$ cat src/hw/rtl/event_flag_group_waiter_table_defines.svh
// Assertion macros shared by the event flag group RTL.
`ifndef EVENT_FLAG_GROUP_WAITER_TABLE_DEFINES_SVH
`define EVENT_FLAG_GROUP_WAITER_TABLE_DEFINES_SVH
// Implication checked on every rising clock edge outside reset.
`define EFG_ASSERT_IMP(label, clk, rst_n, ante, cons) \
  label: assert property (@(posedge clk) disable iff (!rst_n) (ante) |-> (cons)) \
    else $error("assertion failed");
// Next-cycle implication checked outside reset.
`define EFG_ASSERT_NXT(label, clk, rst_n, ante, cons) \
  label: assert property (@(posedge clk) disable iff (!rst_n) (ante) |=> (cons)) \
    else $error("assertion failed");
`endif

$ cat src/hw/rtl/efg_pkg.sv
// Types and codes shared by the event flag group block.
package efg_pkg;
  localparam logic [1:0] MODE_SET   = 2'd0;
  localparam logic [1:0] MODE_CLEAR = 2'd1;
  localparam logic [1:0] MODE_WAIT  = 2'd2;
  localparam logic [1:0] MODE_TMO   = 2'd3;

  typedef enum logic [2:0] {
    ST_MATCHED = 3'd0,
    ST_WOKEN   = 3'd1,
    ST_BLOCKED = 3'd2,
    ST_TIMEOUT = 3'd3,
    ST_INVALID = 3'd4,
    ST_FULL    = 3'd5,
    ST_DONE    = 3'd6
  } status_e;

  typedef struct packed {
    logic [1:0]  mode;
    logic [31:0] flag_mask;
    logic [3:0]  task_id;
    logic [7:0]  priority_req;
    logic        match_all;
    logic        clr_on_hit;
    logic        no_wait;
  } in_word_t;

  typedef struct packed {
    logic [2:0]  status;
    logic [3:0]  task_id_out;
    logic [31:0] matched_bits;
    logic [31:0] event_bits_now;
    logic        last;
  } out_word_t;

  // One waiter entry as held in the table memory.
  typedef struct packed {
    logic [3:0]  task_id;
    logic [7:0]  prio;
    logic [31:0] mask;
    logic        all;
    logic        clr;
  } entry_t;
endpackage

$ cat src/hw/rtl/event_flag_group_waiter_table.sv
// Event flag group with a priority-ordered table of waiting tasks.
//   channel | direction | payload    | handshake
//   in      | input     | in_word_t  | in_valid_i / in_stall_o
//   out     | output    | out_word_t | out_valid_o / out_stall_i
// A word that needs no table access passes through decode, emit and idle from
// acceptance to the next acceptance.
// A scan reads the entries one at a time. Removing an entry copies each following
// entry down by a read and a write; inserting copies each entry up by a read and a write.
// Each further result word of a set passes through the emit state again.
// Reset clears the event word and the entry count; table entries are not cleared.
// A stalled output word holds the sequencer in its emit state until it is taken.
module event_flag_group_waiter_table import efg_pkg::*; #(
  parameter int MAX_WAITERS = 8,
  parameter int FLAG_BITS   = 32
) (
  input  logic      clk_i,
  input  logic      rst_ni,
  input  logic      in_valid_i,
  output logic      in_stall_o,
  input  in_word_t  in_data_i,
  output logic      out_valid_o,
  input  logic      out_stall_i,
  output out_word_t out_data_o
);
  `include "event_flag_group_waiter_table_defines.svh"

  localparam int AW = (MAX_WAITERS > 1) ? $clog2(MAX_WAITERS) : 1;
  localparam int CW = $clog2(MAX_WAITERS + 1);
  localparam logic [31:0] WMASK = (FLAG_BITS >= 32) ? 32'hFFFF_FFFF :
                                  32'((64'd1 << FLAG_BITS) - 64'd1);

  localparam logic [2:0] S_IDLE = 3'd0;
  localparam logic [2:0] S_DEC  = 3'd1; // decode the word; decide words that need no table access
  localparam logic [2:0] S_CHK  = 3'd2; // data of entry idx valid
  localparam logic [2:0] S_SHRD = 3'd3; // removal: read sh+1
  localparam logic [2:0] S_SHWR = 3'd4; // removal: write sh from sh+1
  localparam logic [2:0] S_UPRD = 3'd5; // insertion: read sh-1 or write new entry
  localparam logic [2:0] S_UPWR = 3'd6; // insertion: write sh from sh-1
  localparam logic [2:0] S_EMIT = 3'd7; // hand pending result to the output

  logic [2:0]    st_q, st_d;
  in_word_t      req_q, req_d;
  logic [31:0]   ev_q, ev_d;
  logic [CW-1:0] cnt_q, cnt_d;
  logic [CW-1:0] idx_q, idx_d;   // scan position
  logic [CW-1:0] sh_q, sh_d;     // shift position
  logic [CW-1:0] pos_q, pos_d;   // insert position
  out_word_t     pend_q, pend_d;
  out_word_t     ob_q, ob_d;
  logic          ov_q, ov_d;

  logic          we;
  logic [AW-1:0] waddr, raddr;
  entry_t        wdata, rdata, ne;

  efg_table_ram #(.Depth(MAX_WAITERS), .AddrW(AW)) u_ram (
    .clk_i, .we_i(we), .waddr_i(waddr), .wdata_i(wdata),
    .raddr_i(raddr), .rdata_o(rdata)
  );

  logic [31:0]   msk, sel, e_sel, ev_hit;
  logic          hit_ok, e_ok, tid_eq, last_ent;
  logic [CW-1:0] idx_nx, sh_nx, sh_pv, pos_n;

  always_comb begin
    msk      = req_q.flag_mask & WMASK;
    sel      = ev_q & msk;
    hit_ok   = req_q.match_all ? (sel == msk) : (sel != 32'd0);
    e_sel    = ev_q & rdata.mask;
    e_ok     = rdata.all ? (e_sel == rdata.mask) : (e_sel != 32'd0);
    ev_hit   = rdata.clr ? (ev_q & ~e_sel) : ev_q;
    tid_eq   = (rdata.task_id == req_q.task_id);
    idx_nx   = idx_q + CW'(1);
    sh_nx    = sh_q + CW'(1);
    sh_pv    = sh_q - CW'(1);
    last_ent = (idx_nx >= cnt_q);
    // The table is sorted, so the first lower priority marks the insert slot.
    pos_n    = (pos_q == cnt_q && rdata.prio < req_q.priority_req) ? idx_q : pos_q;
    ne.task_id = req_q.task_id;
    ne.prio    = req_q.priority_req;
    ne.mask    = msk;
    ne.all     = req_q.match_all;
    ne.clr     = req_q.clr_on_hit;
  end

  assign in_stall_o  = (st_q != S_IDLE);
  assign out_valid_o = ov_q;
  assign out_data_o  = ob_q;

  always_comb begin
    st_d = st_q; req_d = req_q; ev_d = ev_q; cnt_d = cnt_q; idx_d = idx_q;
    sh_d = sh_q; pos_d = pos_q; pend_d = pend_q; ob_d = ob_q; ov_d = ov_q;
    we = 1'b0; waddr = sh_q[AW-1:0]; raddr = idx_q[AW-1:0]; wdata = rdata;
    if (ov_q && !out_stall_i) ov_d = 1'b0;
    case (st_q)
      S_IDLE: begin
        if (in_valid_i) begin
          req_d = in_data_i; idx_d = '0; st_d = S_DEC;
        end
      end
      S_DEC: begin
        pend_d.status = ST_DONE; pend_d.task_id_out = req_q.task_id;
        pend_d.matched_bits = '0; pend_d.event_bits_now = ev_q; pend_d.last = 1'b1;
        pos_d = cnt_q; st_d = S_EMIT;
        case (req_q.mode)
          MODE_SET: begin
            if (msk == '0) begin
              pend_d.status = ST_INVALID;
            end else begin
              ev_d = ev_q | msk; pend_d.event_bits_now = ev_q | msk;
              if (cnt_q != '0) st_d = S_CHK;
            end
          end
          MODE_CLEAR: begin
            ev_d = ev_q & ~msk; pend_d.event_bits_now = ev_q & ~msk;
          end
          MODE_WAIT: begin
            if (msk == '0) begin
              pend_d.status = ST_INVALID;
            end else if (hit_ok) begin
              ev_d = req_q.clr_on_hit ? (ev_q & ~sel) : ev_q;
              pend_d.status = ST_MATCHED; pend_d.matched_bits = sel;
              pend_d.event_bits_now = req_q.clr_on_hit ? (ev_q & ~sel) : ev_q;
            end else if (req_q.no_wait) begin
              pend_d.status = ST_TIMEOUT;
            end else if (cnt_q == '0) begin
              sh_d = '0; st_d = S_UPRD;
            end else begin
              st_d = S_CHK;
            end
          end
          default: begin
            if (cnt_q != '0) st_d = S_CHK;
          end
        endcase
      end
      S_CHK: begin
        pend_d.status = ST_DONE; pend_d.task_id_out = req_q.task_id;
        pend_d.matched_bits = '0; pend_d.event_bits_now = ev_q; pend_d.last = 1'b1;
        if (req_q.mode == MODE_SET) begin
          if (e_ok) begin
            ev_d = ev_hit;
            pend_d.status = ST_WOKEN; pend_d.task_id_out = rdata.task_id;
            pend_d.matched_bits = e_sel; pend_d.event_bits_now = ev_hit;
            pend_d.last = 1'b0; sh_d = idx_q; st_d = S_SHRD;
          end else if (last_ent) begin
            st_d = S_EMIT;
          end else begin
            idx_d = idx_nx; raddr = idx_nx[AW-1:0];
          end
        end else if (tid_eq) begin
          sh_d = idx_q;
          if (req_q.mode == MODE_TMO) begin
            pend_d.status = ST_TIMEOUT; st_d = S_SHRD;
          end else begin
            pend_d.status = ST_INVALID; st_d = S_EMIT;
          end
        end else begin
          pos_d = pos_n;
          if (last_ent) begin
            if (req_q.mode == MODE_TMO) begin
              st_d = S_EMIT;
            end else if (cnt_q == CW'(MAX_WAITERS)) begin
              pend_d.status = ST_FULL; st_d = S_EMIT;
            end else begin
              sh_d = cnt_q; st_d = S_UPRD;
            end
          end else begin
            idx_d = idx_nx; raddr = idx_nx[AW-1:0];
          end
        end
      end
      S_SHRD: begin
        // Close the gap at sh by copying the following entries down.
        if (sh_nx >= cnt_q) begin
          cnt_d = cnt_q - CW'(1); st_d = S_EMIT;
        end else begin
          raddr = sh_nx[AW-1:0]; st_d = S_SHWR;
        end
      end
      S_SHWR: begin
        we = 1'b1; wdata = rdata; sh_d = sh_nx; st_d = S_SHRD;
      end
      S_UPRD: begin
        if (sh_q == pos_q) begin
          we = 1'b1; wdata = ne; cnt_d = cnt_q + CW'(1);
          pend_d.status = ST_BLOCKED; st_d = S_EMIT;
        end else begin
          raddr = sh_pv[AW-1:0]; st_d = S_UPWR;
        end
      end
      S_UPWR: begin
        we = 1'b1; wdata = rdata; sh_d = sh_pv; st_d = S_UPRD;
      end
      S_EMIT: begin
        if (!ov_q || !out_stall_i) begin
          ob_d = pend_q; ov_d = 1'b1;
          if (pend_q.last) begin
            st_d = S_IDLE;
          end else if (idx_q >= cnt_q) begin
            // The set scan has reached the end of the table.
            pend_d.status = ST_DONE; pend_d.task_id_out = req_q.task_id;
            pend_d.matched_bits = '0; pend_d.event_bits_now = ev_q;
            pend_d.last = 1'b1;
          end else begin
            st_d = S_CHK;
          end
        end
      end
      default: st_d = S_IDLE;
    endcase
  end

  always_ff @(posedge clk_i or negedge rst_ni) begin
    if (!rst_ni) begin
      st_q <= S_IDLE; ev_q <= '0; cnt_q <= '0; ov_q <= 1'b0;
      idx_q <= '0; sh_q <= '0; pos_q <= '0;
      req_q <= '0; pend_q <= '0; ob_q <= '0;
    end else begin
      st_q <= st_d; ev_q <= ev_d; cnt_q <= cnt_d; ov_q <= ov_d;
      idx_q <= idx_d; sh_q <= sh_d; pos_q <= pos_d;
      req_q <= req_d; pend_q <= pend_d; ob_q <= ob_d;
    end
  end

  `EFG_ASSERT_IMP(a_cnt_range, clk_i, rst_ni, 1'b1, cnt_q <= CW'(MAX_WAITERS))
  `EFG_ASSERT_NXT(a_out_hold, clk_i, rst_ni, ov_q && out_stall_i, ov_q && $stable(ob_q))
  `EFG_ASSERT_NXT(a_accept_dec, clk_i, rst_ni, in_valid_i && !in_stall_o, st_q == S_DEC)
endmodule

$ cat src/hw/rtl/efg_table_ram.sv
// Waiter table memory: one write port, one registered read port.
module efg_table_ram import efg_pkg::*; #(
  parameter int Depth = 8,
  parameter int AddrW = (Depth > 1) ? $clog2(Depth) : 1
) (
  input  logic             clk_i,
  input  logic             we_i,
  input  logic [AddrW-1:0] waddr_i,
  input  entry_t           wdata_i,
  input  logic [AddrW-1:0] raddr_i,
  output entry_t           rdata_o
);
  entry_t mem [Depth];

  always_ff @(posedge clk_i) begin
    if (we_i) begin
      mem[waddr_i] <= wdata_i;
    end
    rdata_o <= mem[raddr_i];
  end
endmodule
$ cat config.mk
export PLATFORM = sky130hd
export DESIGN_NAME = event_flag_group_waiter_table
export DESIGN_NICKNAME = d
export VERILOG_FILES = /design/src/hw/rtl/efg_pkg.sv /design/src/hw/rtl/event_flag_group_waiter_table.sv /design/src/hw/rtl/efg_table_ram.sv
export VERILOG_INCLUDE_DIRS = /design/src /design/src/hw/rtl
export SDC_FILE = /design/constraint.sdc
export NUM_CORES = 1
export LEC_CHECK = 0
export ABC_AREA = 1
export BUFFER_PORTS_ARGS = -buffer_cell sky130_fd_sc_hd__buf_2
export CORE_UTILIZATION = 30
export DETAILED_ROUTE_END_ITERATION = 12
export HOLD_SLACK_MARGIN = 0.12
export SYNTH_ARGS = -nofsm -noshare
export SYNTH_HDL_FRONTEND = slang
export SYNTH_SLANG_ARGS = --single-unit
$ cat constraint.sdc
create_clock -name clk_i -period 8.9 [get_ports clk_i]
set_input_delay 1.78 -clock clk_i [delete_from_list [all_inputs] [get_ports clk_i]]
set_output_delay 1.78 -clock clk_i [all_outputs]
set_load 0.01 [all_outputs]
# Yosys cells after proc, flatten, opt, wreduce, memory -nomap -nowiden
# Memory sizes are Yosys's and may differ from the RTL's. A register that Yosys moved wholly into a read port is not among the register bits.
# Index checks and enable logic that the tools add are counted.
[word_totals] register_bits=245 n_memories=1 ram_bits=368 romBits=0 out_inout_bits=74 latchBits=0 in_bits=53
[op_classes] div=0 multipliers=0 shift=0 bitwise_logic=9 muxes=97 add_sub_neg=5 n_reduce_logical=31 n_eq_ne=43 n_lt_le_gt_ge=4
[mem_list] memory="u_ram.mem" words=8 width=46 rd=1 rd_ports_with_merged_regs=1 wr=1 line="efg_table_ram.sv:13" source="entry_t mem [Depth];"
[ops] cell="$mux W72" n=4
[ops] cell="$mux W32" n=8
[ops] cell="$pmux W69 S3" n=1
[ops] cell="$pmux W32 S3" n=2
[ops] cell="$and A32 B32 Y32" n=5
[ops] cell="$mux W64" n=2
[ops] cell="$not A32 Y32" n=3
[ops] cell="$mux W46" n=2
[ops] cell="$mux W3" n=29
[ops] cell="$mux W4" n=21
[ops] cell="$mux W69" n=1
[ops] cell="$eq A32 B32 Y1" n=2
[ops] cell="$pmux W32 S2" n=1
[ops] cell="$reduce_bool A32 Y1" n=2
[ops] cell="$logic_not A32 Y1" n=1
[ops] cell="$or A32 B32 Y32" n=1
[ops] cell="$ne A2 B2 Y1 const B" n=15
[ops] cell="$pmux W3 S8" n=1
[ops] cell="$pmux W4 S2" n=3
[ops] cell="$ne A3 B3 Y1 const B" n=6
[ops] cell="$pmux W3 S3" n=2
[ops] cell="$ne A4 B4 Y1 const B" n=4
[ops] cell="$pmux W4 S4" n=1
[ops] cell="$mux W2" n=7
[ops] cell="other kinds (33)" n=65

# Logic depth before layout (Yosys ltp)
[logic_depth] depth_word=8 ltp_mapped=22 mapped_depth_nobuf=20

# Modules after synthesis
# From an unflattened synthesis, not the netlist that was laid out.
[unflattened] hier_cells=4072 area_unflattened_um2=34002.6
[by_module_without_submodules] mod="efg_table_ram" area_each_um2=17057.6 n_inst=1 cells_per_inst=1654 seq_area_each_um2=11971.5
[by_module_without_submodules] mod="event_flag_group_waiter_table" area_each_um2=16945.0 n_inst=1 cells_per_inst=2418 seq_area_each_um2=6130.9

# Worst setup path after synthesis
# Ideal clock, no wire load.
[synth_path] path_type="reg2reg" startpoint="reg sh_q[2]" endpoint="mem u_ram.mem[1][0] in the netlist's numbering, enable pin" synth_period_minus_slack_ps=5198 stages_incl_launch_ff=12 n_path_buf=3 setup_time_ps=507 slack_ps=3702 required_ps=8393 t_arrival_ps=4691 cell_sequence="dfrtp_1 > buf_2 > xor2_1 > nor2_1 > nand2_1 > inv_2 > nand2_1 > clkbuf_1 > clkbuf_1 > nand2_1 > nand2_1 > nor3_1"
[synth_between] elab_chain_len=5
[synth_rtl] element="start: declaration" line="event_flag_group_waiter_table.sv:46" source="logic [CW-1:0] sh_q, sh_d;"
[synth_rtl] element="start signal: assignment" line="event_flag_group_waiter_table.sv:217" source="idx_q <= '0; sh_q <= '0; pos_q <= '0;"
[synth_rtl] element="start signal: assignment" line="event_flag_group_waiter_table.sv:221" source="idx_q <= idx_d; sh_q <= sh_d; pos_q <= pos_d;"
[synth_rtl] element="$eq A4 B4 Y1" line="event_flag_group_waiter_table.sv:185" source="if (sh_q == pos_q) begin"
[synth_rtl] element="$mux W1" line="event_flag_group_waiter_table.sv:185"
[synth_rtl] element="$pmux W1 S2" line="event_flag_group_waiter_table.sv:95" source="case (st_q)"
[synth_rtl] element="$mux W1" line="efg_table_ram.sv:16" source="if (we_i) begin"
[synth_rtl] element="$mux W1 (not written as such)" line="efg_table_ram.sv:17" source="mem[waddr_i] <= wdata_i;"
[synth_rtl] element="end: declaration" line="efg_table_ram.sv:13"
# Several ways; a longest one is shown, not always the timed one.

# Worst setup path after layout
[layout_path] startpoint="reg idx_q[0]" endpoint="reg, netlist name u_ram.rdata_o[12]"
[layout_between] elab_chain_len=6 word_cells_on_any_way=9 cone_classes="1 x add/sub; 1 x order compare; 7 x mux"
[layout_rtl] element="start: declaration" line="event_flag_group_waiter_table.sv:45" source="logic [CW-1:0] idx_q, idx_d;"
[layout_rtl] element="start signal: assignment" line="event_flag_group_waiter_table.sv:217"
[layout_rtl] element="start signal: assignment" line="event_flag_group_waiter_table.sv:221"
[layout_rtl] element="$add A4 B1 Y4" line="event_flag_group_waiter_table.sv:73" source="idx_nx = idx_q + CW'(1);"
[layout_rtl] element="$ge A4 B4 Y1" line="event_flag_group_waiter_table.sv:76" source="last_ent = (idx_nx >= cnt_q);"
[layout_rtl] element="$mux W3" line="event_flag_group_waiter_table.sv:146, event_flag_group_waiter_table.sv:160"
[layout_rtl] element="$mux W3 (on tied branches)" line="event_flag_group_waiter_table.sv:151, event_flag_group_waiter_table.sv:141"
[layout_rtl] element="$mux W3" line="event_flag_group_waiter_table.sv:140" source="if (req_q.mode == MODE_SET) begin"
[layout_rtl] element="$pmux W3 S3 *" line="event_flag_group_waiter_table.sv:95"
# Every way passes the cells marked *; elsewhere a longest branch is shown, timed or not.
# A chain may end at the register's enable or synchronous reset.

==> impl_metrics.yaml <==
placed_design:
  dp_cells: 5336
  dp.final_hpwl_mm: 58.3
  io_buffers: 126
  place_congestion: 0.893
setup_path:
  cp-end-kind: "register"
  critPathLaunchType: "register"
  worstPathArrival_ps: 4930
  worstPathMaxFanout: 99
  r2r_slack_ps: 4490
  worstPathRequired_ps: 9410
  r2r_cells: 16
  path_class: "register to register"
power:
  p_int_w: 0.00842
  power_frac_seq: 0.321
  ir_drop_uv: 681
  p_sw_w: 0.00778
  combPwrFrac: 0.503
  p_clk_frac: 0.177
  p_per_area_nw_per_um2: 435
  switching_share: 0.480
  p_leak_nw: 17.0
die:
  ios: 127
  core_area_um2: 111000
  fp.dieArea_um2: 113000
  rows: 122
  dieWidth_um: 336
  initial_core_util: 0.302
  die_h_um: 336
global_route:
  grt_busiest_layer: "met2"
  grt_use_met1: 0.237
  track_usage: 0.171
  overflow: 0
  grt_antenna_before_repair: 1
  grt_pass1_wl_mm: 151
  grt_start_max_net_pins: 176
  grt_pass1_vias: 25200
  grt.met3_usage: 0.0203
  gr-usage-met2: 0.273
sta:
  drv_slew: 0
  setup_viol: 0
  period_needed_ps: 4410
  rsz0062_at_grt: "no"
  hold_slack_ps: 476
  max_freq_mhz: 227
  fin_setup_tns_ps: 0
  skew_ps: 17.9
  fin_crit_sh: 0.496
  hold_violations: 0
  slew_headroom: 0.134
  worstMarginPinSlew_ps: 1280
clocking:
  ctsHoldBuffers: 0
  cts_resized: 0
  clock_path_buffers: 3
  cts_tree: "done"
  htreeDepth: 3
  cts_root_buffer: "clkbuf_16"
  numCtsBuffers: 66
  post-cts-setup-buffers: 0
  cts_sinks: 659
  clk_pin_slew_ps: 60
  worstSkewPairLatency_ps: 630
routing:
  ant_nets: 0
  routed_wirelength_mm: 98.4
  drt_iter0_drc: 2595
  vias_per_cell: 4.98
  vias: 27200
  drc: 0
  wl_per_cell_um: 18.0
  dr.pass1.iters: 6
finish:
  layout-drive-gt1-share: 0.0953
  num-nets-final: 3999
  area_delta_synth_final_pct: 11.4
  instances_no_fill: 5456
  antenna_cells: 0
  fillCellCount: 11400
  final_util: 0.337
synthesis:
  synth.distinct_cells: 49
  yosys-top-cells-area: "edfxtp_1 (33%), dfrtp_1 (18%), nand2_1 (14%)"
  syn-cell-area_um2: 33400
  ys.flop_type: "edfxtp_1"
  yosysMostFrequentCell: "nand2_1"
  ys_ff_latch: 659
  yosys_warnings: 0
  netlist.area_leader.share: 0.331
  synth_edf_count: 368
  synth_nets: 4025
  yosys-top-cells-count: "nand2_1 (1262), inv_1 (411), edfxtp_1 (368)"
  synthCells: 3942
  ys_async_sr_fraction: 0.372
  postSynthAreaPerCell_um2: 8.48
  ys_seq_area_frac: 0.542
  synth_top_area_cell: "edfxtp_1"
hold_path:
  min_path_type: "register to register"
  hold-path-cell-count: 2
flow_run:
  maxCapViolCount: 0
status:
  status: "finished, final reports clean"
==> final timing paths <==
kind / startpoint / endpoint
setup reg to reg: idx_q[0] / u_ram.rdata_o[12]
hold / removal: pend_q[18] / pend_q[18]
min in group asynchronous: rst_ni / sh_q[0]
hold reg to reg: pend_q[18] / pend_q[18]
setup / recovery: idx_q[0] / u_ram.rdata_o[12]
max in group asynchronous: rst_ni / ev_q[8]
==> sequential cells by signal, summed over array words and instances (netlist names) <==
register / count
cnt_q: 4
ev_q: 32
idx_q: 4
msk: 32
ne: 14
out_data_o: 72
out_valid_o: 1
pend_q: 72
pos_q: 4
req_q: 3
sh_q: 4
st_q: 3
u_ram.mem: 368
u_ram.rdata_o: 46
==> worst max-delay path, stage by stage, from the launching register on <==
cell     delay [ps]
dfrtp_1         440
ha_1            350
ha_1            290
inv_1            80
nor2_1           40
o21ai_0         140
nand3_1         240
o21ai_0         230
a21oi_1          90
nand2_4         100
buf_4           840
buf_4           800
nand4_1         160
nand2_1         120
nand3_1          70
nand3_1         120
nand2_1          60
==> cell type report <==
type / count / area, µm² / area share
inverter: 450 / 1690 / 0.0454
sequential: 659 / 18100 / 0.486
timing repair buffer: 167 / 973 / 0.0262
multi-input combinational: 2572 / 12400 / 0.332
clock inverter: 29 / 284 / 0.00763
clock buffer: 91 / 1930 / 0.0519
tap: 1488 / 1860 / 0.0500
==> routing by layer <==
metal	share of wire	vias to the layer above
met3	0.070	183
met2	0.46	1073
met4	0.029	0
met1	0.44	12900
met5	0	-
li1	-	13100
==> cells by family after synthesis <==
kind of cell	count (synthesis)	share of synthesized area
simple gates	1932	0.247
fa+ha+maj	30	0.0115
compound gates	563	0.0932
buf+inv	711	0.0921
flops	659	0.542
mux	30	0.0101
xor+xnor	17	0.00446
==> placed cells by master, fill, tap and decap left out, types with 6 or more instances in the layout <==
cell / n
o22ai_1: 16
a21oi_1: 171
dfrtp_1: 244
clkbuf_1: 12
nor3_1: 65
o21ai_0: 237
inv_2: 38
clkinv_2: 16
o21ai_1: 48
buf_2: 125
ha_1: 27
nand2_4: 6
edfxtp_1: 368
clkbuf_8: 8
nand2_2: 6
inv_1: 410
xor2_1: 16
nor2_1: 113
nor2_4: 7
dfxtp_1: 45
nand3_1: 268
a22oi_1: 12
clkbuf_16: 71
o311ai_0: 33
buf_4: 39
o211ai_1: 29
nand4_1: 192
nand2_1: 1257
mux2_2: 30
==> power by group through the flow <==
stage                     logic (W)  registers [W]  clock network, W
after floorplan             0.00629        0.00483                 0
after global placement      0.00797        0.00521                 0
after detailed placement    0.00806        0.00521                 0
after CTS                   0.00810        0.00515           0.00293
after global routing        0.00913        0.00528           0.00303
final                       0.00814        0.00519           0.00287
==> metrics by stage <==
stage	power (W)	setup WS [ps]	area [µm²]
6_report	0.0162	4490	37200
5_1_grt	0.0174	4130	37200
4_1_cts	0.0162	4560	37200
3_5_place_dp	0.0133	4610	35000
3_3_place_gp	0.0132	4570	35000
2_1_floorplan	0.0111	3700	33400
No activity file was read; power rests on OpenSTA's default activity.
